## config.mk

```make
export PLATFORM = sky130hd
export DESIGN_NAME = tcns_front
export DESIGN_NICKNAME = d
export VERILOG_FILES = /design/src/sv/tcns_pkg.sv /design/src/sv/tcns_front.sv
export SDC_FILE = /design/constraint.sdc
export NUM_CORES = 1
export LEC_CHECK = 0
export ABC_CLOCK_PERIOD_IN_PS = 20800
export BUFFER_PORTS_ARGS = -buffer_cell sky130_fd_sc_hd__clkbuf_2
export CAP_MARGIN = 5
export CORE_MARGIN = 4
export CORE_UTILIZATION = 36
export CTS_CLUSTER_SIZE = 24
export DETAILED_ROUTE_END_ITERATION = 8
export HOLD_SLACK_MARGIN = 0.12
export PLACE_DENSITY = 0.62
export SLEW_MARGIN = 20
export SYNTH_ARGS = -nofsm -noshare
export SYNTH_HDL_FRONTEND = slang
export SYNTH_SLANG_ARGS = --single-unit
```

## constraint.sdc

```tcl
create_clock -name clk_i -period 20.8 [get_ports clk_i]
set_input_delay 1.04 -clock clk_i [delete_from_list [all_inputs] [get_ports clk_i]]
set_output_delay 1.04 -clock clk_i [all_outputs]
set_load 0.05 [all_outputs]
```

## src/sv/tcns_pkg.sv

```systemverilog
// Package for the theta Crank-Nicolson stencil: job and config types, codes,
// arithmetic widths and small helper functions. No dependencies.
`default_nettype none

package tcns_pkg;

  // Configuration register indexes.
  localparam int unsigned CFG_IDX_W = 3;
  localparam logic [CFG_IDX_W-1:0] REG_LAP_GAIN   = 3'd0;
  localparam logic [CFG_IDX_W-1:0] REG_GRAD_GAIN  = 3'd1;
  localparam logic [CFG_IDX_W-1:0] REG_CENT_GAIN  = 3'd2;
  localparam logic [CFG_IDX_W-1:0] REG_ROT_GAIN   = 3'd3;
  localparam logic [CFG_IDX_W-1:0] REG_POLE_MODE  = 3'd4;

  // Job queue depth between the front and the back.
  localparam int unsigned QUEUE_DEPTH = 4;
  localparam int unsigned QPTR_W      = 2;

  // Product accumulator width: 40 bit by 60 bit magnitudes.
  localparam int unsigned ACC_W = 100;
  localparam logic [ACC_W-1:0] TERM_LIM = ACC_W'(1) << 59;

  typedef enum logic [1:0] {
    JOB_ZERO,
    JOB_POLE,
    JOB_FULL
  } job_kind_e;

  typedef enum logic [2:0] {
    OP_LAP,
    OP_CD,
    OP_GRAD,
    OP_CI,
    OP_CEN,
    OP_ROT
  } op_e;

  typedef enum logic [2:0] {
    BK_IDLE,
    BK_SETUP,
    BK_MUL,
    BK_SCALE,
    BK_ACC,
    BK_FINISH
  } bk_state_e;

  // One result to be computed. Samples are packed re low, im high.
  typedef struct packed {
    job_kind_e          kind;
    logic [63:0]        p;
    logic [63:0]        pm;
    logic [63:0]        pp;
    logic signed [39:0] cot;
    logic [39:0]        isn;
    logic               last;
    logic               err;
  } job_t;

  typedef struct packed {
    logic signed [31:0] lap_gain;
    logic signed [31:0] grad_gain;
    logic signed [31:0] cent_gain;
    logic signed [31:0] rot_gain;
    logic               pole_mode;
  } cfg_t;

  // Magnitude of a signed value whose magnitude fits in 60 bits.
  function automatic logic [59:0] mag_of(input logic signed [60:0] v);
    logic signed [60:0] n;
    n = -v;
    return v[60] ? n[59:0] : v[59:0];
  endfunction

  // Saturate to 32 bits; the top bit of the result is the clip flag.
  function automatic logic [32:0] sat32(input logic signed [63:0] v);
    logic [32:0] r;
    if (v > 64'sh0000_0000_7FFF_FFFF) begin
      r = {1'b1, 32'h7FFF_FFFF};
    end else if (v < 64'shFFFF_FFFF_8000_0000) begin
      r = {1'b1, 32'h8000_0000};
    end else begin
      r = {1'b0, v[31:0]};
    end
    return r;
  endfunction

endpackage

`default_nettype wire

```

## src/sv/tcns_front.sv

```systemverilog
// Stencil front: keeps the two-sample window and row position, classifies each
// item into zero, pole or interior jobs and pushes them to the queue. Uses tcns_pkg.
`default_nettype none

module tcns_front
  import tcns_pkg::*;
#(
  parameter int unsigned MAX_ROW_LENGTH = 4096
) (
  input  wire         clk_i,
  input  wire         rst_ni,
  input  wire         pole_mode_i,
  input  wire         in_valid_i,
  output logic        in_ready_o,
  input  wire  [63:0] in_sample_i,
  input  wire  [39:0] in_cot_i,
  input  wire  [39:0] in_isn_i,
  input  wire         in_last_i,
  output logic        push_valid_o,
  input  wire         push_ready_i,
  output job_t        push_data_o
);

  localparam int unsigned POS_W = $clog2(MAX_ROW_LENGTH);
  localparam logic [POS_W-1:0] POS_MAX = POS_W'(MAX_ROW_LENGTH - 1);

  logic [63:0]      older_q, newer_q;
  logic [39:0]      newer_cot_q, newer_isn_q;
  logic [POS_W-1:0] pos_q, pos_d;
  logic             pend_valid_q, pend_valid_d;
  job_t             pend_q;
  job_t             job_a, job_l;
  logic             job_a_v, job_l_v;
  logic             accept, short_row;

  assign in_ready_o = !pend_valid_q && push_ready_i;
  assign accept     = in_valid_i && in_ready_o;
  assign short_row  = in_last_i && (pos_q < POS_W'(3));

  // Classify the item: a job for the point one behind, and one for the last point.
  always_comb begin
    job_a   = '0;
    job_l   = '0;
    job_a_v = 1'b0;
    job_l_v = in_last_i;
    if (short_row) begin
      job_a_v    = (pos_q != '0);
      job_a.kind = JOB_ZERO;
      job_a.err  = 1'b1;
      job_l.kind = JOB_ZERO;
      job_l.err  = 1'b1;
      job_l.last = 1'b1;
    end else begin
      if (pos_q == POS_W'(1)) begin
        job_a_v = 1'b1;
        if (!pole_mode_i) begin
          job_a.kind = JOB_POLE;
          job_a.p    = newer_q;
          job_a.pm   = in_sample_i;
          job_a.pp   = in_sample_i;
        end
      end else if (pos_q >= POS_W'(2)) begin
        job_a_v    = 1'b1;
        job_a.kind = JOB_FULL;
        job_a.p    = newer_q;
        job_a.pm   = (pole_mode_i && pos_q == POS_W'(2)) ? 64'd0 : older_q;
        job_a.pp   = (pole_mode_i && in_last_i) ? 64'd0 : in_sample_i;
        job_a.cot  = newer_cot_q;
        job_a.isn  = newer_isn_q;
      end
      job_l.last = 1'b1;
      if (!pole_mode_i) begin
        job_l.kind = JOB_POLE;
        job_l.p    = in_sample_i;
        job_l.pm   = newer_q;
        job_l.pp   = newer_q;
      end
    end
  end

  // Queue push: a held second job first, else the item's first job.
  always_comb begin
    push_valid_o = pend_valid_q || (accept && (job_a_v || job_l_v));
    if (pend_valid_q) begin
      push_data_o = pend_q;
    end else if (job_a_v) begin
      push_data_o = job_a;
    end else begin
      push_data_o = job_l;
    end
  end

  // Pending slot and row position.
  always_comb begin
    pend_valid_d = pend_valid_q;
    if (accept && job_a_v && job_l_v) begin
      pend_valid_d = 1'b1;
    end else if (pend_valid_q && push_ready_i) begin
      pend_valid_d = 1'b0;
    end
    pos_d = pos_q;
    if (accept) begin
      if (in_last_i) begin
        pos_d = '0;
      end else if (pos_q < POS_MAX) begin
        pos_d = pos_q + 1'b1;
      end
    end
  end

  always_ff @(posedge clk_i or negedge rst_ni) begin
    if (!rst_ni) begin
      pend_valid_q <= 1'b0;
      pos_q        <= '0;
      older_q      <= '0;
      newer_q      <= '0;
      newer_cot_q  <= '0;
      newer_isn_q  <= '0;
    end else begin
      pend_valid_q <= pend_valid_d;
      pos_q        <= pos_d;
      if (accept) begin
        older_q     <= newer_q;
        newer_q     <= in_sample_i;
        newer_cot_q <= in_cot_i;
        newer_isn_q <= in_isn_i;
      end
    end
  end

  always_ff @(posedge clk_i) begin
    if (accept && job_a_v && job_l_v) begin
      pend_q <= job_l;
    end
  end

endmodule

`default_nettype wire

```

* After elaboration in Yosys (flattened, before gate mapping) *
Cells that the tools add are included.

cells by class
  add/subtract/negate cells = 1
  muxes and demuxes = 21
  reduce and logical (&&, ||, !) cells = 16
  eq/ne operators = 2
  magnitude comparators = 3

operator list
  kind                                                                 number
  two-way mux 276 bit                                                  2
  two-way mux 193 bit                                                  2
  two-way mux 274 bit                                                  1
  two-way mux 272 bit                                                  1
  two-way mux 194 bit                                                  1
  two-way mux 192 bit                                                  1
  two-way mux 64 bit                                                   2
  two-way mux 80 bit                                                   1
  two-way mux 12 bit                                                   2
  adder 12 x 1 -> 12 bit (second input constant)                       1
  equality test 12 x 1 -> 1 bit (second input constant)                1
  equality test 12 x 2 -> 1 bit (second input constant)                1
  greater-or-equal comparator 12 x 2 -> 1 bit (second input constant)  1
  less-than comparator 12 bit (second input constant)                  1
  less-than comparator 12 x 2 -> 1 bit (second input constant)         1
  nonzero test 12 bit                                                  1
  logical AND 1 bit                                                    9
  two-way mux 1 bit                                                    6
  two-way mux 2 bit                                                    2
  nonzero test 2 bit                                                   2
  logical OR 1 bit                                                     2
  AND reduction 2 bit                                                  1
  logical NOT 1 bit                                                    1

word-level totals
  input bits = 150
  bits in registers = 416
  output and inout bits = 278

* Depth between registers and ports, before layout *
  depth in word-level cells = 8
  gate-level depth with buffers = 8
  gate-level depth less buffers = 6

* Least setup slack after synthesis *
Ideal clock, no wire load.

  path type = input to register
  start = input in_valid_i
  end = register pend_q[0] in the netlist's numbering (enable)
  setup time = 621 ps
  data arrival time = 7,052 ps
  stages = 4
  buffers on the path = 1
  setup slack = 13,126 ps
  cells stage by stage = and3b_1 -> clkbuf_1 -> nand2_1 -> nor2_1

on the way
  cells in the longest elaborated chain, start to end = 3

ends and longest elaborated chain
  element                         RTL line           RTL
  from (decl)                     tcns_front.sv:13   input wire in_valid_i,
  logical AND 1 bit               tcns_front.sv:37   assign accept = in_valid_i && in_ready_o;
  logical AND 1 bit (2 in a row)  tcns_front.sv:132  if (accept && job_a_v && job_l_v) begin
  to (signal assigned)            tcns_front.sv:133  pend_q <= job_l;
  to (decl)                       tcns_front.sv:31   job_t pend_q;

No other way between the ends.
A chain may end at the register's enable or synchronous reset.

==> results.cfg <==
[layout]
final_common_cell = nand2_1
final_area_mm2 = 0.0231
final-instance-count-excl-fill = 3219
drive_gt1_frac = 0.231
layout_common_cells = nand2_1 (761), clkbuf_2 (426), dfrtp_1 (220)
nets = 2649
fillCellCount = 5067
syn2layout_area_growth_pct = 20.9

[synthesis]
synthTopCellsByArea = dfrtp_1 (29%), edfxtp_1 (20%), nand2_1 (15%)
ys_dominant_reg_cell = dfrtp_1
synth_edf_count = 130
synth_top_area_share = 0.289
yosys_warnings = 0
avgSynthCellArea_um2 = 8.75
yosysSeqAreaShare = 0.493
ys_types = 49
ys_seq_elements = 351
synth_async_sr_flop_share = 0.630
yosys.area.top_type = dfrtp_1
mappedNetlistNets = 2344
syn_inst = 2190
netlist_area_mm2 = 0.0192

[clock_tree]
cts-root-buf = clkbuf_16
clock_latency_ns = 0.57
cts.path.max_buffers = 3
cts_sinks = 351
cts_tree = built
h-tree-depth = 2
post_cts_buffers = 0
numCtsBuffers = 42
ctsResizeCount = 0
cts-hold-fix-buffers = 0
clk_pin_slew_worst_paths_ns = 0.06

[setup_path]
crit_family = buffers and inverters
crit_fanout = 66
path_buf_inv = 5
cp.depth = 10
r2r_cells = 10
setup.worst_path.class = reg -> out
cpPeakStageDelay_ns = 0.72
cp.required_ns = 19.76
cp_cell_sequence = inv_1 > ha_2 > buf_4 > nor3_2 > buf_4 > a41oi_4 > buf_4 > a21oi_1 > o221ai_1 > clkbuf_2
crit_path_end_kind = primary output
arrival_ns = 4.41
crit_top_cell = buf_4
crit_slowest_cell = buf_4
cp-start-kind = register

[timing]
slew_viol_final = 0
worstMarginPinSlew_ns = 1.12
period_needed_ns = 5.45
setup_viol = 0
period_share = 0.262
fmax_mhz = 183
rsz0062_at_grt = no
max_slew_margin = 0.257
setup_tns_ns = 0
skew_ns = 0.0232
hold_viol_final = 0

[floorplanning]
io_pins = 428
die_x_um = 239
die_y_um = 239
start_util = 0.364
coreArea_mm2 = 0.0527
design.die.area_mm2 = 0.0570
rows = 84

[grt]
grt_pass1_wl_um = 104000
grt_max_degree = 101
antenna_found_initial = 3
grt_use_total = 0.226
first_global_vias = 18100
grt_overflow_total = 0

[route]
vias = 18300
drt-pass1-iter-count = 7
drc = 0
drtIter0Drc = 1700
postRouteAntennaNets = 0
drt_wl_total_um = 66900
viasPerCell = 5.67
wl_per_cell_um = 20.8

[placement]
io_buffers = 427
hpwl_um = 41100
place_congestion = 0.866
dp.cells = 3139
post_dp_cell_area_mm2 = 0.0217

[outcome]
status = completed

[power_and_ir_drop]
power_density_mw_per_mm2 = 161
p_leak_uw = 0.0106
vdd_drop_max_mv = 0.0823
total_power_uw = 3730

[worst_hold_path]
hold_class = in -> async

[run]
cap_violations = 0
kinds of logic after synthesis:
| group | after synthesis | synth area share |
|---|---|---|
| multiplexers | 4 | 0.00216 |
| adder cells (fa/ha/maj) | 4 | 0.00261 |
| buffers and inverters | 202 | 0.0439 |
| AND/OR/NAND/NOR | 1088 | 0.257 |
| flip-flops | 351 | 0.493 |
| AO/OA/AOI/OAI | 541 | 0.202 |
synthesized netlist by cell type, types with 4 or more instances:
master / instances
nand2_1: 762
dfrtp_1: 221
and2_1: 210
a21oi_1: 161
clkbuf_1: 158
edfxtp_1: 130
o221ai_1: 128
nand2b_1: 68
o21ai_0: 68
a221o_1: 65
a211oi_1: 64
a21oi_2: 37
buf_2: 24
buf_1: 8
buf_6: 7
nor2_1: 7
nand3_1: 6
o31ai_1: 5
or3_1: 5
ha_1: 4
inv_1: 4
nor3_1: 4
nor4_1: 4
or4_1: 4
report_power, final:
part	leakage (uW)	total, uW	internal, uW	switching [uW]
Clock	0.000721	778	476	302
Combinational	0.00593	2010	456	1550
Sequential	0.00398	943	850	92.6
sequential cells by signal, summed over array words and instances, names as in the netlist:
| name | flops |
|---|---|
| newer_isn_q | 40 |
| pend_q | 130 |
| older_q | 64 |
| newer_q | 64 |
| pos_q | 12 |
| newer_cot_q | 40 |
| pend_valid_q | 1 |
metal layers:
| layer | GRT usage | up-vias | part of all wire |
|---|---|---|---|
| li1 | - | 8277 | - |
| met5 | 0 | - | 0.00019 |
| met2 | 0.362 | 926 | 0.47 |
| met3 | 0.0563 | 146 | 0.089 |
| met1 | 0.298 | 8904 | 0.41 |
| met4 | 0.0821 | 2 | 0.033 |
metrics by stage:
stage                util  setup slack, ns  hold WS (ns)
global placement    0.411            15.59         0.449
global route        0.440            15.13         0.459
finish              0.440            15.35         0.422
detailed placement  0.412            15.78         0.454
floorplan               -            13.13         0.437
CTS                 0.440            15.36         0.466
worst paths after layout:
| kind | from | endpoint | slack (ns) |
|---|---|---|---|
| worst max-delay path | pos_q[1]$_DFFE_PN0P_ | push_data_o[89] | 15.35 |
| worst min-delay path | rst_ni | newer_cot_q[32]$_DFFE_PN0P_ | 0.42 |
| worst max register to register | pos_q[1]$_DFFE_PN0P_ | pend_q[154]$_DFFE_PP_ | 16.16 |
| worst min register to register | newer_isn_q[11]$_DFFE_PN0P_ | newer_isn_q[11]$_DFFE_PN0P_ | 0.46 |
| max in group asynchronous | rst_ni | newer_isn_q[5]$_DFFE_PN0P_ | 18.84 |
| min in group clk_i | newer_isn_q[11]$_DFFE_PN0P_ | newer_isn_q[11]$_DFFE_PN0P_ | 0.46 |
layout make-up:
| class | instances | area (um2) | share of cell area |
|---|---|---|---|
| sequential | 351 | 9440 | 0.408 |
| multi-input combinational | 1637 | 8970 | 0.388 |
| timing repair buffer | 458 | 2380 | 0.103 |
| clock buffer | 59 | 1270 | 0.0549 |
| tap | 688 | 861 | 0.0372 |
| clock inverter | 19 | 194 | 0.00838 |
| inverter | 5 | 21.3 | 0.000919 |
| antenna | 2 | 5.00 | 0.000216 |
Note: power is estimated with default switching activity, not from simulation.
