<file path="config.mk">
export PLATFORM = sky130hd
export DESIGN_NAME = tcns_queue
export DESIGN_NICKNAME = d
export VERILOG_FILES = /design/src/sv/tcns_pkg.sv /design/src/sv/tcns_queue.sv
export SDC_FILE = /design/constraint.sdc
export NUM_CORES = 1
export LEC_CHECK = 0
export BUFFER_PORTS_ARGS = -buffer_cell sky130_fd_sc_hd__buf_2
export CORE_ASPECT_RATIO = 2
export CORE_MARGIN = 1.5
export CORE_UTILIZATION = 45
export CTS_BUF_LIST = sky130_fd_sc_hd__clkbuf_4
export DETAILED_ROUTE_END_ITERATION = 10
export PLACE_DENSITY = 0.67
export SETUP_SLACK_MARGIN = 0.1
export SYNTH_ARGS = -nofsm -noshare
export SYNTH_HDL_FRONTEND = slang
export SYNTH_SLANG_ARGS = --single-unit
</file>
<file path="constraint.sdc">
create_clock -name clk_i -period 8 [get_ports clk_i]
set_clock_uncertainty 0.05 [all_clocks]
set_input_delay 0.8 -clock clk_i [delete_from_list [all_inputs] [get_ports clk_i]]
set_output_delay 0.8 -clock clk_i [all_outputs]
set_load 0.01 [all_outputs]
</file>
<file path="src/sv/tcns_pkg.sv">
// Package for the theta Crank-Nicolson stencil: job and config types, codes,
// arithmetic widths and small helper functions. No dependencies.
`default_nettype none

package tcns_pkg;

  // Configuration register indexes.
  localparam int unsigned CFG_IDX_W = 3;
  localparam logic [CFG_IDX_W-1:0] REG_LAP_GAIN   = 3'd0;
  localparam logic [CFG_IDX_W-1:0] REG_GRAD_GAIN  = 3'd1;
  localparam logic [CFG_IDX_W-1:0] REG_CENT_GAIN  = 3'd2;
  localparam logic [CFG_IDX_W-1:0] REG_ROT_GAIN   = 3'd3;
  localparam logic [CFG_IDX_W-1:0] REG_POLE_MODE  = 3'd4;

  // Job queue depth between the front and the back.
  localparam int unsigned QUEUE_DEPTH = 4;
  localparam int unsigned QPTR_W      = 2;

  // Product accumulator width: 40 bit by 60 bit magnitudes.
  localparam int unsigned ACC_W = 100;
  localparam logic [ACC_W-1:0] TERM_LIM = ACC_W'(1) << 59;

  typedef enum logic [1:0] {
    JOB_ZERO,
    JOB_POLE,
    JOB_FULL
  } job_kind_e;

  typedef enum logic [2:0] {
    OP_LAP,
    OP_CD,
    OP_GRAD,
    OP_CI,
    OP_CEN,
    OP_ROT
  } op_e;

  typedef enum logic [2:0] {
    BK_IDLE,
    BK_SETUP,
    BK_MUL,
    BK_SCALE,
    BK_ACC,
    BK_FINISH
  } bk_state_e;

  // One result to be computed. Samples are packed re low, im high.
  typedef struct packed {
    job_kind_e          kind;
    logic [63:0]        p;
    logic [63:0]        pm;
    logic [63:0]        pp;
    logic signed [39:0] cot;
    logic [39:0]        isn;
    logic               last;
    logic               err;
  } job_t;

  typedef struct packed {
    logic signed [31:0] lap_gain;
    logic signed [31:0] grad_gain;
    logic signed [31:0] cent_gain;
    logic signed [31:0] rot_gain;
    logic               pole_mode;
  } cfg_t;

  // Magnitude of a signed value whose magnitude fits in 60 bits.
  function automatic logic [59:0] mag_of(input logic signed [60:0] v);
    logic signed [60:0] n;
    n = -v;
    return v[60] ? n[59:0] : v[59:0];
  endfunction

  // Saturate to 32 bits; the top bit of the result is the clip flag.
  function automatic logic [32:0] sat32(input logic signed [63:0] v);
    logic [32:0] r;
    if (v > 64'sh0000_0000_7FFF_FFFF) begin
      r = {1'b1, 32'h7FFF_FFFF};
    end else if (v < 64'shFFFF_FFFF_8000_0000) begin
      r = {1'b1, 32'h8000_0000};
    end else begin
      r = {1'b0, v[31:0]};
    end
    return r;
  endfunction

endpackage

`default_nettype wire

</file>
<file path="src/sv/tcns_queue.sv">
// Short job queue between the stencil front and the arithmetic back.
// Depends on tcns_pkg for the job type and the depth.
`default_nettype none

module tcns_queue
  import tcns_pkg::*;
(
  input  wire  clk_i,
  input  wire  rst_ni,
  input  wire  push_valid_i,
  output logic push_ready_o,
  input  job_t push_data_i,
  output logic pop_valid_o,
  input  wire  pop_ready_i,
  output job_t pop_data_o
);

  job_t              mem_q [QUEUE_DEPTH];
  logic [QPTR_W-1:0] wr_ptr_q, wr_ptr_d;
  logic [QPTR_W-1:0] rd_ptr_q, rd_ptr_d;
  logic [QPTR_W:0]   count_q, count_d;
  logic              push, pop;

  assign push_ready_o = (count_q != (QPTR_W+1)'(QUEUE_DEPTH));
  assign pop_valid_o  = (count_q != '0);
  assign pop_data_o   = mem_q[rd_ptr_q];
  assign push         = push_valid_i & push_ready_o;
  assign pop          = pop_valid_o & pop_ready_i;

  // Pointer and fill count updates.
  always_comb begin
    wr_ptr_d = push ? wr_ptr_q + 1'b1 : wr_ptr_q;
    rd_ptr_d = pop ? rd_ptr_q + 1'b1 : rd_ptr_q;
    count_d  = count_q;
    if (push && !pop) begin
      count_d = count_q + 1'b1;
    end else if (pop && !push) begin
      count_d = count_q - 1'b1;
    end
  end

  always_ff @(posedge clk_i or negedge rst_ni) begin
    if (!rst_ni) begin
      wr_ptr_q <= '0;
      rd_ptr_q <= '0;
      count_q  <= '0;
    end else begin
      wr_ptr_q <= wr_ptr_d;
      rd_ptr_q <= rd_ptr_d;
      count_q  <= count_d;
    end
  end

  // Storage holds payload only.
  always_ff @(posedge clk_i) begin
    if (push) begin
      mem_q[wr_ptr_q] <= push_data_i;
    end
  end

endmodule

`default_nettype wire

</file>
After elaboration in Yosys (flattened, before gate mapping)
Memories as Yosys holds them, arrays and structs flattened.
Index checks and enable logic that the tools add are counted.
W data, S select, Z words.
{"block": "totals", "register_bits": 7, "ram_bits": 1104, "input_bits": 280, "out_inout_bits": 278, "mem_count": 1}
{"block": "op_classes", "addsub": 4, "n_eq_ne": 1, "n_mux": 4, "bitwise_logic": 2, "reduce_logical": 6}
{"name": "mem_q", "words": 4, "word_bits": 276, "read_ports": 1, "rd_clocked_by_memory_dff": 0, "write_ports": 1, "line": "tcns_queue.sv:18", "text": "job_t mem_q [QUEUE_DEPTH];"}
{"op": "$mux W3", "count": 2}
{"op": "$add A2 B1 Y2 const B", "count": 2}
{"op": "$add A3 B1 Y3 const B", "count": 1}
{"op": "$ne A3 B3 Y1 const B", "count": 1}
{"op": "$reduce_bool A3 Y1", "count": 1}
{"op": "$sub A3 B1 Y3 const B", "count": 1}
{"op": "$and A1 B1 Y1", "count": 2}
{"op": "$logic_and A1 B1 Y1", "count": 2}
{"op": "$logic_not A1 Y1", "count": 2}
{"op": "$mux W1", "count": 2}
{"op": "$reduce_bool A2 Y1", "count": 1}

Depth between registers and ports, before layout
{"block": "logic_depth", "ltp_word": 6, "mapped_depth": 8}

Least setup slack after synthesis
OpenSTA, ideal clock, no wires.
{"block": "synth_path", "path_type": "input port to flip-flop", "startpoint": "in push_valid_i", "endpoint": "mem mem_q[2][0] (netlist bit), enable pin", "setup_time_ps": 672, "arrival_ps": 7367, "t_required_ps": 7278, "slack_ps": -90, "path_stages": 2, "path_cell_list": "a21boi_2 > and2_1"}
{"block": "synth_via", "elab_chain_len": 3}
{"item": "start: declaration", "line": "tcns_queue.sv:10", "text": "input wire push_valid_i,"}
{"item": "$and A1 B1 Y1", "line": "tcns_queue.sv:27", "text": "assign push = push_valid_i & push_ready_o;"}
{"item": "$mux W1", "line": "tcns_queue.sv:56", "text": "if (push) begin"}
{"item": "$mux W1 (implied by the code)", "line": "tcns_queue.sv:57", "text": "mem_q[wr_ptr_q] <= push_data_i;"}
{"item": "end: declaration", "line": "tcns_queue.sv:18"}
Every way passes these cells.

==> impl_results.html <==
<table>
<tr><th>Metric</th><th>Value</th></tr>
<tr><th colspan="2">Detailed routing</th></tr>
<tr><td>Post-detailed-routing wire length</td><td>between 80000 and 90000 um</td></tr>
<tr><td>Drt pass-1 iters</td><td>5</td></tr>
<tr><td>Via count</td><td>between 20000 and 25000</td></tr>
<tr><td>Final routed wire length divided by cell count</td><td>around 22 um</td></tr>
<tr><td>Mean number of vias per cell</td><td>5.167</td></tr>
<tr><td>Number of nets still failing antenna checks after routing</td><td>0</td></tr>
<tr><td>Number of violations reported at the end of detailed-routing iteration 0</td><td>around 1300</td></tr>
<tr><td>DRC</td><td>0</td></tr>
<tr><th colspan="2">Synth</th></tr>
<tr><td>Number of cells produced by synthesis</td><td>between 1000 and 1500</td></tr>
<tr><td>Post-synth EDFFs</td><td>between 1000 and 1500</td></tr>
<tr><td>Proportion of synthesized flip-flops having asynchronous set or reset</td><td>less than 1%</td></tr>
<tr><td>Proportion of synthesized area in mux cells</td><td>between 10% and 20%</td></tr>
<tr><td>Leading area contributor after synthesis</td><td>sky130_fd_sc_hd__edfxtp_1</td></tr>
<tr><td>Distinct cells, synth</td><td>18</td></tr>
<tr><td>Post-Synth Adder-Cell Area</td><td>less than 1%</td></tr>
<tr><td>Dominant cell by count in the synthesized netlist</td><td>sky130_fd_sc_hd__edfxtp_1</td></tr>
<tr><td>Portion of the post-synthesis area used by sequential elements</td><td>82.82%</td></tr>
<tr><td>Synthesized net count</td><td>1763</td></tr>
<tr><td>Most common library cells after synthesis</td><td>sky130_fd_sc_hd__edfxtp_1 (1104), sky130_fd_sc_hd__mux4_2 (276), sky130_fd_sc_hd__buf_2 (30)</td></tr>
<tr><td>Cell types occupying the most area after synthesis</td><td>sky130_fd_sc_hd__edfxtp_1 (82%), sky130_fd_sc_hd__mux4_2 (15%), sky130_fd_sc_hd__buf_6 (0.73%)</td></tr>
<tr><td>Top-area cell type share of the netlist area</td><td>82.39%</td></tr>
<tr><td>Post-Syn Area</td><td>around 0.040 sq mm</td></tr>
<tr><td>Synth Area in Compound Gates</td><td>less than 1%</td></tr>
<tr><td>Largest family of logic cells by synthesized area</td><td>multiplexers</td></tr>
<tr><td>Simple-gate share of the synthesized area</td><td>less than 1%</td></tr>
<tr><td>Synthesis Warnings</td><td>0</td></tr>
<tr><td>Post-synthesis share of cell area spent on xor and xnor gates</td><td>less than 1%</td></tr>
<tr><td>Top flip-flop cell by instance count after synthesis</td><td>sky130_fd_sc_hd__edfxtp_1</td></tr>
<tr><td>Post-synthesis area per instance</td><td>between 20 and 30 sq um</td></tr>
<tr><td>Post-synthesis sequential element count</td><td>roughly 1100</td></tr>
<tr><th colspan="2">Pwr</th></tr>
<tr><td>Power per Cell Area</td><td>between 300 and 400 mW/mm^2</td></tr>
<tr><td>Leakage Power</td><td>about 17 nW</td></tr>
<tr><td>VDD IR-drop max</td><td>roughly 320 uV</td></tr>
<tr><th colspan="2">GRT</th></tr>
<tr><td>Initial antenna violation count</td><td>22</td></tr>
<tr><td>Pin count of the biggest net entering global routing</td><td>between 150 and 200</td></tr>
<tr><td>First-pass GRT wire length</td><td>~130000 um</td></tr>
<tr><td>Global-route total usage across every layer</td><td>between 10% and 20%</td></tr>
<tr><td>Overflow left after global routing</td><td>0</td></tr>
<tr><td>Via count of the first global-routing pass</td><td>around 22000</td></tr>
<tr><th colspan="2">Clock tree</th></tr>
<tr><td>Buffer depth of the longest clock path</td><td>3</td></tr>
<tr><td>Number of levels the H-tree was split into</td><td>4</td></tr>
<tr><td>PostCTS Resize Cnt</td><td>0</td></tr>
<tr><td>TritonCTS Sinks</td><td>~1100</td></tr>
<tr><td>Clock buffer count from CTS</td><td>between 200 and 250</td></tr>
<tr><td>Post-CTS clock slew at the launch and capture registers of the worst setup and hold paths</td><td>roughly 0.07 ns</td></tr>
<tr><td>Post CTS Setup Buffer Count</td><td>0</td></tr>
<tr><td>Clock root buffer</td><td>sky130_fd_sc_hd__clkbuf_4</td></tr>
<tr><td>Number of hold buffers added after cts</td><td>280</td></tr>
<tr><td>CTS tree</td><td>done</td></tr>
<tr><td>Clock latency on the worst-skew pair</td><td>about 1.1 ns</td></tr>
<tr><th colspan="2">Worst setup path</th></tr>
<tr><td>Required time at the worst-slack endpoint</td><td>7.15 ns</td></tr>
<tr><td>Critical path fanouts, max</td><td>between 40 and 50</td></tr>
<tr><td>CP Launch Point</td><td>rd_ptr_q[0]$_DFFE_PN0P_</td></tr>
<tr><td>Worst Path Arrival</td><td>roughly 3.8 ns</td></tr>
<tr><td>Element type at the critical path end</td><td>primary output</td></tr>
<tr><td>Category of the critical setup timing path</td><td>register to primary output</td></tr>
<tr><td>Launch instance of the worst register-to-register path</td><td>count_q[0]$_DFFE_PN0P_</td></tr>
<tr><td>FF-to-FF path depth</td><td>5</td></tr>
<tr><td>Setup crit start kind</td><td>register</td></tr>
<tr><th colspan="2">Timing</th></tr>
<tr><td>Unrepaired setup endpoints after global routing</td><td>false</td></tr>
<tr><td>Actual slew at the worst max-slew pin</td><td>around 1.1 ns</td></tr>
<tr><td>Minimum clock period</td><td>4.622 ns</td></tr>
<tr><td>Sum of negative setup slack</td><td>0 ns</td></tr>
<tr><td>Top achievable clock speed</td><td>roughly 220 MHz</td></tr>
<tr><td>Final number of max-transition violations</td><td>0</td></tr>
<tr><td>Number of hold-slack violations in the final timing report</td><td>0</td></tr>
<tr><td>Share of the cycle needed by the critical path after routing</td><td>around 58%</td></tr>
<tr><td>Max_slew headroom</td><td>between 20 and 30%</td></tr>
<tr><td>Final Setup Violations</td><td>0</td></tr>
<tr><th colspan="2">Die</th></tr>
<tr><td>Count of boundary I/O pins</td><td>~560</td></tr>
<tr><td>Number of placement rows</td><td>155</td></tr>
<tr><td>Horiz. Die Dim</td><td>214.5 um</td></tr>
<tr><td>Placeable core region</td><td>approximately 0.089 sq mm</td></tr>
<tr><td>Die Height</td><td>about 430 um</td></tr>
<tr><td>Die outline area</td><td>between 0.09 and 0.1 sq mm</td></tr>
<tr><td>Initial Util</td><td>roughly 45%</td></tr>
<tr><th colspan="2">Hold path</th></tr>
<tr><td>Worst min-delay path category</td><td>input port to register</td></tr>
<tr><td>HP Start</td><td>push_data_i[259]</td></tr>
<tr><td>Worst hold path stage count</td><td>2</td></tr>
<tr><th colspan="2">Layout</th></tr>
<tr><td>Net count, final</td><td>between 2000 and 3000</td></tr>
<tr><td>Final Util</td><td>56.33%</td></tr>
<tr><td>Number of non-filler instances in the completed layout</td><td>3873</td></tr>
<tr><td>Layout overhead on the synthesized area</td><td>24.34%</td></tr>
<tr><td>Fraction of final layout cells sized beyond drive strength 1</td><td>45.39%</td></tr>
<tr><th colspan="2">Outcome</th></tr>
<tr><td>Run status</td><td>finished clean</td></tr>
<tr><th colspan="2">Place</th></tr>
<tr><td>Cell count after placement</td><td>between 3000 and 4000</td></tr>
<tr><td>Detailed placer's ending HPWL</td><td>slightly above 50000 um</td></tr>
<tr><td>Final weighted congestion of routability-driven global placement</td><td>0.7814</td></tr>
<tr><td>Number of port buffers</td><td>around 560</td></tr>
<tr><th colspan="2">Flow run</th></tr>
<tr><td>Reported max-cap violation count</td><td>0</td></tr>
</table>
[where the power goes]
part           leakage [nW]  internal [W]  switching (W)
sequential             10.2       0.00769       0.000287
combinational          5.36       0.00233        0.00300
clock                  1.73       0.00203        0.00204
total                  17.3        0.0121        0.00533
[final timing paths]
kind | to | slack, ns
worst max-delay path | pop_data_o[271] | 3.38
worst min register to register | count_q[2]$_DFFE_PN0P_ | 0.50
max in group asynchronous | rd_ptr_q[0]$_DFFE_PN0P_ | 6.90
min in group asynchronous | wr_ptr_q[1]$_DFFE_PN0P_ | 0.70
worst max register to register | mem_q[3][243]$_DFFE_PP_ | 4.79
worst min-delay path | mem_q[2][259]$_DFFE_PP_ | 0.38
[area by class of cell]
cell class,count,area (sq um)
clock buffers,332,2492
clock inverters,75,420.4
fillers,6641,38790
well taps,1177,1473
inverters,3,11.26
flip-flops and latches,1111,33330
diodes,17,42.54
multi-input cells,301,6446
repair buffers,857,5816
[cells in the final DEF (no fill, tap or decap), types with 3 or more instances in the layout]
cell type                       count
sky130_fd_sc_hd__dfrtp_1            5
sky130_fd_sc_hd__ha_1               5
sky130_fd_sc_hd__and2_4             4
sky130_fd_sc_hd__clkinv_1          53
sky130_fd_sc_hd__mux4_2           276
sky130_fd_sc_hd__bufinv_16          4
sky130_fd_sc_hd__clkinvlp_4         3
sky130_fd_sc_hd__buf_12             6
sky130_fd_sc_hd__inv_2              3
sky130_fd_sc_hd__inv_1              3
sky130_fd_sc_hd__edfxtp_1        1104
sky130_fd_sc_hd__buf_4             14
sky130_fd_sc_hd__clkbuf_4         332
sky130_fd_sc_hd__diode_2           17
sky130_fd_sc_hd__buf_2            557
sky130_fd_sc_hd__clkinv_2          10
sky130_fd_sc_hd__dlygate4sd3_1    280
sky130_fd_sc_hd__xnor2_1            4
[kinds of logic (layout without fill, tap and decap cells)]
| logic type | count (synthesis) | after routing |
|---|---|---|
| AOI/OAI and AO/OA | 1 | 1 |
| xor gates and xnor gates | 6 | 6 |
| adders and majority gates | 6 | 6 |
| buffers and inverters | 65 | 1267 |
| DFF | 1111 | 1111 |
| muxes | 278 | 278 |
| other | 0 | 17 |
| and+or+nand+nor | 10 | 10 |
[worst max-delay path, cell delays in order, from the launching register on]
cell and delay (ns):
sky130_fd_sc_hd__dfrtp_4 0.99, sky130_fd_sc_hd__buf_4 0.81, sky130_fd_sc_hd__mux4_2 0.61, sky130_fd_sc_hd__buf_2 0.17
[stage by stage]
stage | total power (W) | hold slack (ns) | setup WS [ns] | area (sq um)
after floorplan | 0.01151 | 0.4426 | 3.011 | 40240
after global routing | 0.01828 | 0.2266 | 2.954 | 50020
after global placement | 0.01336 | 0.4652 | 4.411 | 44280
after CTS | 0.01765 | 0.1695 | 3.028 | 49990
after detailed placement | 0.01342 | 0.4826 | 4.376 | 44280
final | 0.01738 | 0.3791 | 3.378 | 50040
[per-layer routing]
| metal | part of all wire, % | vias to the layer above | track usage, % |
|---|---|---|---|
| met3 | 13 | 157 | 9.543 |
| met1 | 40 | 10180 | 25.32 |
| li1 | - | 8695 | - |
| met2 | 45 | 953 | 28.49 |
| met4 | 2.1 | 24 | 6.397 |
| met5 | 0.17 | - | 0 |
[sequential cells by signal (all words and copies together), names as in the netlist]
register and count:
wr_ptr_q 2, count_q 3, rd_ptr_q 2, mem_q 1104
Note: power is estimated with default switching activity, not from simulation.
