File: src/sv/tcns_pkg.sv
// Package for the theta Crank-Nicolson stencil: job and config types, codes,
// arithmetic widths and small helper functions. No dependencies.
`default_nettype none

package tcns_pkg;

  // Configuration register indexes.
  localparam int unsigned CFG_IDX_W = 3;
  localparam logic [CFG_IDX_W-1:0] REG_LAP_GAIN   = 3'd0;
  localparam logic [CFG_IDX_W-1:0] REG_GRAD_GAIN  = 3'd1;
  localparam logic [CFG_IDX_W-1:0] REG_CENT_GAIN  = 3'd2;
  localparam logic [CFG_IDX_W-1:0] REG_ROT_GAIN   = 3'd3;
  localparam logic [CFG_IDX_W-1:0] REG_POLE_MODE  = 3'd4;

  // Job queue depth between the front and the back.
  localparam int unsigned QUEUE_DEPTH = 4;
  localparam int unsigned QPTR_W      = 2;

  // Product accumulator width: 40 bit by 60 bit magnitudes.
  localparam int unsigned ACC_W = 100;
  localparam logic [ACC_W-1:0] TERM_LIM = ACC_W'(1) << 59;

  typedef enum logic [1:0] {
    JOB_ZERO,
    JOB_POLE,
    JOB_FULL
  } job_kind_e;

  typedef enum logic [2:0] {
    OP_LAP,
    OP_CD,
    OP_GRAD,
    OP_CI,
    OP_CEN,
    OP_ROT
  } op_e;

  typedef enum logic [2:0] {
    BK_IDLE,
    BK_SETUP,
    BK_MUL,
    BK_SCALE,
    BK_ACC,
    BK_FINISH
  } bk_state_e;

  // One result to be computed. Samples are packed re low, im high.
  typedef struct packed {
    job_kind_e          kind;
    logic [63:0]        p;
    logic [63:0]        pm;
    logic [63:0]        pp;
    logic signed [39:0] cot;
    logic [39:0]        isn;
    logic               last;
    logic               err;
  } job_t;

  typedef struct packed {
    logic signed [31:0] lap_gain;
    logic signed [31:0] grad_gain;
    logic signed [31:0] cent_gain;
    logic signed [31:0] rot_gain;
    logic               pole_mode;
  } cfg_t;

  // Magnitude of a signed value whose magnitude fits in 60 bits.
  function automatic logic [59:0] mag_of(input logic signed [60:0] v);
    logic signed [60:0] n;
    n = -v;
    return v[60] ? n[59:0] : v[59:0];
  endfunction

  // Saturate to 32 bits; the top bit of the result is the clip flag.
  function automatic logic [32:0] sat32(input logic signed [63:0] v);
    logic [32:0] r;
    if (v > 64'sh0000_0000_7FFF_FFFF) begin
      r = {1'b1, 32'h7FFF_FFFF};
    end else if (v < 64'shFFFF_FFFF_8000_0000) begin
      r = {1'b1, 32'h8000_0000};
    end else begin
      r = {1'b0, v[31:0]};
    end
    return r;
  endfunction

endpackage

`default_nettype wire

File: src/sv/tcns_back.sv
// Stencil back: evaluates queued jobs term by term on one shared 32x32
// multiplier, saturates and holds the result in an output register. Uses tcns_pkg.
`default_nettype none

module tcns_back
  import tcns_pkg::*;
(
  input  wire         clk_i,
  input  wire         rst_ni,
  input  cfg_t        cfg_i,
  input  wire         job_valid_i,
  output logic        job_ready_o,
  input  job_t        job_i,
  output logic        out_valid_o,
  input  wire         out_ready_i,
  output logic [31:0] out_re_o,
  output logic [31:0] out_im_o,
  output logic        out_last_o,
  output logic        out_sat_o,
  output logic        out_err_o
);

  bk_state_e          state_q, state_d;
  job_t               job_q;
  op_e                op_q, op_next;
  logic               comp_q;
  logic [2:0]         dig_q;
  logic [39:0]        a_q;
  logic [59:0]        b_q;
  logic               neg_q, long_q;
  logic [63:0]        prod_q;
  logic [1:0]         prod_sh_q;
  logic [ACC_W-1:0]   acc_q;
  logic signed [60:0] term_q, tcd_q, tci_q;
  logic signed [63:0] x_q, xr_q;
  logic               clip_q;
  logic               out_valid_q;
  logic [31:0]        out_re_q, out_im_q;
  logic               out_last_q, out_sat_q, out_err_q;

  logic               pop, out_load, op_last;
  logic signed [31:0] p_c, pm_c, pp_c;
  logic signed [33:0] d2;
  logic signed [32:0] d1;
  logic signed [60:0] a_val, b_val;
  logic [59:0]        a_mag, b_mag;
  logic               long_sel;
  logic [31:0]        a_dig, b_dig;
  logic [ACC_W-1:0]   prod_ext, scaled;
  logic               over;
  logic [60:0]        tmag;
  logic signed [63:0] x_new, neg_x;
  logic [32:0]        sat_re, sat_im;

  // Control outputs of the sequencer.
  always_comb begin
    pop      = (state_q == BK_IDLE) && job_valid_i;
    out_load = (state_q == BK_FINISH) && (!out_valid_q || out_ready_i);
    op_last  = (job_q.kind == JOB_POLE) || (op_q == OP_ROT);
  end

  assign job_ready_o = (state_q == BK_IDLE);

  // Next state of the sequencer.
  always_comb begin
    state_d = state_q;
    case (state_q)
      BK_IDLE: begin
        if (pop) begin
          state_d = (job_i.kind == JOB_ZERO) ? BK_FINISH : BK_SETUP;
        end
      end
      BK_SETUP:  state_d = BK_MUL;
      BK_MUL: begin
        if (dig_q == 3'd4) begin
          state_d = BK_SCALE;
        end
      end
      BK_SCALE:  state_d = BK_ACC;
      BK_ACC: begin
        if (op_last && comp_q) begin
          state_d = BK_FINISH;
        end else begin
          state_d = BK_SETUP;
        end
      end
      BK_FINISH: begin
        if (out_load) begin
          state_d = BK_IDLE;
        end
      end
      default:   state_d = BK_IDLE;
    endcase
  end

  // Next term in the interior sequence.
  always_comb begin
    case (op_q)
      OP_LAP:  op_next = OP_CD;
      OP_CD:   op_next = OP_GRAD;
      OP_GRAD: op_next = OP_CI;
      OP_CI:   op_next = OP_CEN;
      OP_CEN:  op_next = OP_ROT;
      default: op_next = OP_LAP;
    endcase
  end

  // Operand selection for the current component and term.
  always_comb begin
    p_c  = comp_q ? job_q.p[63:32]  : job_q.p[31:0];
    pm_c = comp_q ? job_q.pm[63:32] : job_q.pm[31:0];
    pp_c = comp_q ? job_q.pp[63:32] : job_q.pp[31:0];
    d2   = 34'(pp_c) - 34'(p_c) - 34'(p_c) + 34'(pm_c);
    d1   = 33'(pp_c) - 33'(pm_c);
    case (op_q)
      OP_LAP: begin
        a_val    = 61'(cfg_i.lap_gain);
        b_val    = 61'(d2);
        long_sel = 1'b1;
      end
      OP_CD: begin
        a_val    = 61'(job_q.cot);
        b_val    = 61'(d1);
        long_sel = 1'b0;
      end
      OP_GRAD: begin
        a_val    = 61'(cfg_i.grad_gain);
        b_val    = tcd_q;
        long_sel = 1'b1;
      end
      OP_CI: begin
        a_val    = 61'({1'b0, job_q.isn});
        b_val    = 61'(p_c);
        long_sel = 1'b0;
      end
      OP_CEN: begin
        a_val    = 61'(cfg_i.cent_gain);
        b_val    = tci_q;
        long_sel = 1'b1;
      end
      OP_ROT: begin
        a_val    = 61'(cfg_i.rot_gain);
        b_val    = 61'(p_c);
        long_sel = 1'b1;
      end
      default: begin
        a_val    = '0;
        b_val    = '0;
        long_sel = 1'b1;
      end
    endcase
    a_mag = mag_of(a_val);
    b_mag = mag_of(b_val);
  end

  // Partial product digits and alignment.
  always_comb begin
    a_dig = dig_q[1] ? 32'(a_q[39:32]) : a_q[31:0];
    b_dig = dig_q[0] ? 32'(b_q[59:32]) : b_q[31:0];
    case (prod_sh_q)
      2'd0:    prod_ext = ACC_W'(prod_q);
      2'd1:    prod_ext = ACC_W'({prod_q, 32'd0});
      default: prod_ext = ACC_W'({prod_q, 64'd0});
    endcase
  end

  // Rounded product scaled to Q.30, clamped, then signed.
  always_comb begin
    scaled = long_q ? (acc_q >> 24) : (acc_q >> 16);
    over   = (scaled > TERM_LIM);
    tmag   = over ? 61'(TERM_LIM) : {1'b0, scaled[59:0]};
  end

  // Term accumulation into the component sum.
  always_comb begin
    case (op_q)
      OP_LAP:  x_new = x_q - 64'(term_q);
      OP_GRAD: x_new = x_q - 64'(term_q);
      OP_CEN:  x_new = x_q + 64'(term_q);
      OP_ROT:  x_new = x_q + 64'(term_q);
      default: x_new = x_q;
    endcase
  end

  // Final saturation: out_re = -Xim, out_im = Xre.
  always_comb begin
    neg_x  = -x_q;
    sat_re = sat32(neg_x);
    sat_im = sat32(xr_q);
  end

  always_ff @(posedge clk_i or negedge rst_ni) begin
    if (!rst_ni) begin
      state_q     <= BK_IDLE;
      out_valid_q <= 1'b0;
    end else begin
      state_q <= state_d;
      if (out_load) begin
        out_valid_q <= 1'b1;
      end else if (out_ready_i) begin
        out_valid_q <= 1'b0;
      end
    end
  end

  // Datapath registers.
  always_ff @(posedge clk_i) begin
    case (state_q)
      BK_IDLE: begin
        if (pop) begin
          job_q  <= job_i;
          comp_q <= 1'b0;
          op_q   <= OP_LAP;
          clip_q <= 1'b0;
          x_q    <= '0;
          xr_q   <= '0;
        end
      end
      BK_SETUP: begin
        a_q    <= a_mag[39:0];
        b_q    <= b_mag;
        neg_q  <= a_val[60] ^ b_val[60];
        long_q <= long_sel;
        acc_q  <= long_sel ? (ACC_W'(1) << 23) : (ACC_W'(1) << 15);
        dig_q  <= '0;
        if (op_q == OP_LAP) begin
          x_q <= 64'(p_c);
        end
      end
      BK_MUL: begin
        if (!dig_q[2]) begin
          prod_q    <= 64'(a_dig) * 64'(b_dig);
          prod_sh_q <= {1'b0, dig_q[1]} + {1'b0, dig_q[0]};
        end
        if (dig_q != 3'd0) begin
          acc_q <= acc_q + prod_ext;
        end
        dig_q <= dig_q + 1'b1;
      end
      BK_SCALE: begin
        term_q <= neg_q ? -$signed(tmag) : $signed(tmag);
        clip_q <= clip_q | over;
      end
      BK_ACC: begin
        x_q <= x_new;
        if (op_q == OP_CD) begin
          tcd_q <= term_q;
        end
        if (op_q == OP_CI) begin
          tci_q <= term_q;
        end
        if (!op_last) begin
          op_q <= op_next;
        end else if (!comp_q) begin
          xr_q   <= x_new;
          comp_q <= 1'b1;
          op_q   <= OP_LAP;
        end
      end
      BK_FINISH: begin
        if (out_load) begin
          out_re_q   <= sat_re[31:0];
          out_im_q   <= sat_im[31:0];
          out_last_q <= job_q.last;
          out_sat_q  <= clip_q | sat_re[32] | sat_im[32];
          out_err_q  <= job_q.err;
        end
      end
      default: begin
        x_q <= x_q;
      end
    endcase
  end

  assign out_valid_o = out_valid_q;
  assign out_re_o    = out_re_q;
  assign out_im_o    = out_im_q;
  assign out_last_o  = out_last_q;
  assign out_sat_o   = out_sat_q;
  assign out_err_o   = out_err_q;

endmodule

`default_nettype wire
File: config.mk
export PLATFORM = sky130hd
export DESIGN_NAME = tcns_back
export DESIGN_NICKNAME = d
export VERILOG_FILES = /design/src/sv/tcns_pkg.sv /design/src/sv/tcns_back.sv
export SDC_FILE = /design/constraint.sdc
export NUM_CORES = 2
export LEC_CHECK = 0
export BUFFER_PORTS_ARGS = -buffer_cell sky130_fd_sc_hd__buf_2
export CAP_MARGIN = 30
export CORE_AREA = 3 3 488 683
export DETAILED_ROUTE_END_ITERATION = 16
export DIE_AREA = 0 0 491 686
export PLACE_DENSITY_LB_ADDON = 0.25
export SETUP_SLACK_MARGIN = 0.05
export SLEW_MARGIN = 20
export SYNTH_ARGS = -nofsm -noshare
export SYNTH_HDL_FRONTEND = slang
export SYNTH_SLANG_ARGS = --single-unit
File: constraint.sdc
create_clock -name clk_i -period 10.7 [get_ports clk_i]
set_input_delay 1.07 -clock clk_i [delete_from_list [all_inputs] [get_ports clk_i]]
set_output_delay 1.07 -clock clk_i [all_outputs]
set_load 0.02 [all_outputs]
* Word-level counts from Yosys, hierarchy flattened
Cells that the tools add are included.
** Cells by class
- Add/subtract/negate cells :: 13
- $mul :: 1
- Magnitude comparators :: 5
- Eq/ne operators :: 21
- Muxes and demuxes :: 46
- Bitwise gates (word level) :: 5
- Reductions and logical operators :: 32
** Operators with widths (count)
- 100-bit one-hot mux with 2 select lines :: 2
- 61-bit one-hot mux with 6 select lines :: 1
- 61-bit one-hot mux with 5 select lines :: 1
- 64-bit two-way mux :: 4
- 64-bit one-hot mux with 2 select lines :: 2
- 64-bit one-hot mux with 3 select lines :: 1
- 32-bit two-way mux :: 5
- 33-bit two-way mux :: 4
- 64-bit by 32-bit > comparator with 1-bit output, second input constant :: 2
- 64-bit by 32-bit less-than comparator with 1-bit output, second input constant :: 2
- 60-bit two-way mux :: 2
- 100-bit adder :: 1
- 100-bit two-way mux :: 1
- 84-bit by 60-bit > comparator with 1-bit output, second input constant :: 1
- 84-bit two-way mux :: 1
- 32-bit by 32-bit subtractor with 33-bit output :: 2
- 64-bit by 61-bit adder with 64-bit output :: 1
- 32-bit by 32-bit multiplier with 64-bit output :: 1
- 64-bit negation :: 1
- 64-bit by 61-bit subtractor with 64-bit output :: 1
- 61-bit two-way mux :: 1
- 60-bit negation with 61-bit output :: 1
- 60-bit negation :: 1
- 40-bit two-way mux :: 1
- other kinds (33) :: 83
** Storage, ports and cells
- Flip-flop bits (word level) :: 934
- Word-level logic and storage cells :: 154

* Logic depth before layout (Yosys ltp)
- Depth after elaboration :: 7
- Depth in mapped cells :: 34
- Gate-level depth less buffers :: 31

* Least setup slack after synthesis
OpenSTA, ideal clock, no wires.
- Kind :: reg2reg
- From :: reg dig_q[0]
- To :: reg prod_q[62], data pin
- Arrival :: 9225 ps
- Path slack :: 1212 ps
- Stages on the path, launching flop included :: 33
- Path through :: edfxtp_1 -> clkbuf_1 -> clkbuf_1 -> mux2i_1 -> clkbuf_1 -> nor2_1 -> fa_1 -> fa_1 -> fa_1 -> inv_1 -> fa_1 -> inv_1 -> fa_1 -> inv_1 -> fa_1 -> inv_1 -> fa_1 -> inv_1 -> fa_1 -> inv_1 -> ha_1 -> nand4_1 -> or4_1 -> a211o_1 -> and4_1 -> o31ai_1 -> a41o_1 -> nand4_1 -> a31oi_1 -> a31oi_1 -> o221ai_1 -> a221oi_1 -> xnor2_1
** Between the ends
- Cells in the longest elaborated chain, start to end :: 2
** RTL lines
- start, declared :: line tcns_back.sv:27 : logic [2:0] dig_q;
- start signal, assigned :: line tcns_back.sv:238 : dig_q <= dig_q + 1'b1;
- 32-bit two-way mux :: line tcns_back.sv:159 : b_dig = dig_q[0] ? 32'(b_q[59:32]) : b_q[31:0];
- 32-bit by 32-bit multiplier with 64-bit output :: line tcns_back.sv:232 : prod_q <= 64'(a_dig) * 64'(b_dig);
- end signal, assigned :: line tcns_back.sv:232
- end, declared :: line tcns_back.sv:31 : logic [63:0] prod_q;
No other way between the ends.
A chain may end at the register's enable or synchronous reset.

* Worst setup path in the final report
- From :: reg dig_q[0]
- To :: reg prod_q[63], data pin
Same word-level chain as after synthesis.

==> flow_summary.json <==
{
  "status": "complete, no violations",
  "finalHoldViolCount": 0,
  "synth_enable_flop_cells": 930,
  "antenna_found_initial": 21,
  "worst_pin_slew_ns": 1.09,
  "crit_path_max_incr_delay_ns": 0.65,
  "syn-num-nets": 11300,
  "crit_path_frequent_cell": "fa_1",
  "dieArea_um2": 337000,
  "wl_met1_um": 138000,
  "synth_area_per_cell_um2": 9.64,
  "crit_path_start": "dig_q[0]$_SDFFCE_PP0P_",
  "synth_seq_area_share": 0.306,
  "cp_max_fo": 20,
  "slew_headroom": 0.272,
  "root_buffer": "clkbuf_16",
  "ys_types": 102,
  "cts_buffers": 104,
  "cts.path.max_buffers": 3,
  "portBuffers": 476,
  "startpoint_type": "register",
  "syn-instance-count": 9490,
  "first_global_vias": 76500,
  "synth.largest_area_cell": "edfxtp_1",
  "area_growth_pct": 12.8,
  "vias": 73200,
  "cts_tree": "yes",
  "netlist.area_leader.share": 0.305,
  "wl_per_cell_um": 25.3,
  "crit_required_ns": 11.15,
  "ys_warn_count": 0,
  "worst_ep_arrival_time_ns": 10.62,
  "yosys-top-cells-area": "edfxtp_1 31%, fa_1 20%, ha_1 6.8%",
  "synthFlopType": "edfxtp_1",
  "drtPass1Iterations": 7,
  "clock_latency_ns": 0.78,
  "critPathKind": "reg -> reg",
  "top_layer": "met5",
  "wl_met2_um": 182000,
  "start_util": 0.279,
  "via_per_inst": 5.12,
  "drtIter0Drc": 5799,
  "clk_pin_slew_ns": 0.07,
  "period_needed_ns": 10.17,
  "wl_um": 362000,
  "h-tree-depth": 3,
  "grt_use_total": 0.212,
  "rsz0062_at_grt": "false",
  "dp_hpwl_um": 295000,
  "fin_util": 0.315,
  "grt_overflow_total": 0,
  "fp.dieH_um": 686,
  "ant_nets": 0,
  "cts_num_sinks": 934,
  "grt_pass1_wl_um": 528000,
  "synthesis.area_um2": 91500,
  "drc_errors": 0,
  "skew_ns": 0.0890,
  "maxCapViolCount": 0,
  "fin_hold_ws_ns": 0.150,
  "cpMaxStageDelayCell": "o21ai_0",
  "cts_hold_buf": 0,
  "ys_ff_latch": 934,
  "r2r-start": "dig_q[0]$_SDFFCE_PP0P_",
  "die_width_um": 491,
  "rows": 249,
  "hold_path.class": "in -> async",
  "setup_violations": 0,
  "ioPinCount": 478,
  "worstSetupEndpointType": "register",
  "final_nets": 11700,
  "grt_start_max_net_pins": 135,
  "fmax_mhz": 98.3,
  "post-route-period-util": 0.950,
  "globalplace.congestion": 1.01,
  "placeableCoreArea_um2": 328000,
  "dr_wl_met3_um": 16800,
  "drive_above_1_share": 0.114,
  "final.setup.tns_ns": 0,
  "async_flop_share": 0.00428,
  "drv_slew": 0
}
## final cells by class
type                            instances  area [um^2]
Tap cell                             4392         5500
Timing Repair Buffer                  708         4410
Clock inverter                         66          727
Fill cell                           34000       225000
Antenna cell                            5         12.5
Multi-Input combinational cell       6957        57700
Sequential cell                       934        28000
Clock buffer                          125         2680
Inverter                             1123         4220
## worst paths after layout
path / endpoint / slack (ns) / cells after the start
setup / recovery: prod_q[63]$_DFFE_PP_ / 0.53 / 29
hold / removal: out_valid_o$_DFFE_PN0P_ / 0.15 / 1
setup reg to reg: prod_q[63]$_DFFE_PP_ / 0.53 / 29
hold reg to reg: out_last_o$_DFFE_PP_ / 0.43 / 0
max in group asynchronous: state_q[0]$_DFFE_PN0P_ / 10.26 / 1
min in group clk_i: out_last_o$_DFFE_PP_ / 0.43 / 0
## sequential cells by signal (all words and copies together), names as in the netlist, 2 cells and up
name	cells
b_q	60
dig_q	3
op_q	3
xr_q	64
term_q	61
acc_q	100
job_q	276
x_q	64
state_q	3
out_re_o	32
tci_q	61
out_im_o	32
tcd_q	61
a_q	40
prod_sh_q	2
prod_q	64
## cell usage after synthesis, drive strengths merged (22+ instances only)
master and n:
a221oi 34, nand2 958, nand3 125, xnor2 286, nor4 62, a31oi 64
o21a 45, o31ai 41, a21o 187, nor3b 28, clkbuf 381, a41oi 28
ha 498, o21bai 51, nand4 104, fa 932, and2 77, mux2i 268
mux2 89, a22oi 66, and4 22, and3 49, inv 1118, or3 29
o22ai 42, xor2 177, a21oi 529, a211oi 63, nor3 133, edfxtp 930
buf 95, o21ai 338, nor2 1117, nor2b 86, o211ai 29, or2 52
a22o 51, nand2b 70
## critical path: cells and delay by family, from the launching register on
kind	cells	cell delay (ns)
xor gates and xnor gates	1	0.11
DFF	1	0.64
and+or+nand+nor	5	0.95
buffers and inverters	7	1.05
adders and majority gates	9	4.71
AOI/OAI and AO/OA	6	1.86
muxes	1	0.56
## stage by stage
stage	setup slack (ns)	instances	cell area, um^2
4_1_cts	0.341	14300	103000
6_report	0.532	14300	103000
3_3_place_gp	0.475	14100	99700
5_1_grt	0.0657	14300	103000
2_1_floorplan	1.21	9490	91500
3_5_place_dp	0.379	14100	99700
## cells by family after synthesis
family	after synthesis	synth area share
xor gates and xnor gates	463	0.0443
adders and majority gates	1430	0.272
buffers and inverters	1599	0.0671
AOI/OAI and AO/OA	1727	0.122
and+or+nand+nor	2975	0.147
muxes	362	0.0415
DFF	934	0.306
## cells in the final DEF (no fill, tap or decap), types with 66 or more instances in the layout
cell       synthesis  routed
nand4_1          104     104
a22oi_1           66      66
nand2_1          958     957
nand3_1          125     125
o21ai_0          325     322
inv_1           1118    1117
mux2_2            85      85
fa_1             932     932
nor2_1          1116    1108
buf_2             28     480
buf_4              3     205
xnor2_1          286     286
nor3_1           129     127
a21oi_1          499     496
nand2b_1          70      69
ha_1             498     498
mux2i_1          268     244
edfxtp_1         930     930
a21o_1           187     187
nor2b_1           86      76
xor2_1           177     177
clkbuf_16          0     104
and2_1            77      76
## per-layer routing
layer	track usage	vias to the layer above
li1	-	33000
met1	0.247	37100
met2	0.376	2443
met3	0.0214	702
met4	0.125	10
met5	0	-
## timing repair
item,CTS,global route
setup endpoints to repair,0,4
gates resized for setup,0,1
setup buffers,0,0
Power is left out: the tool's default activity adds up to more than one toggle a clock period on the data nets, which glitch-free logic cannot reach.
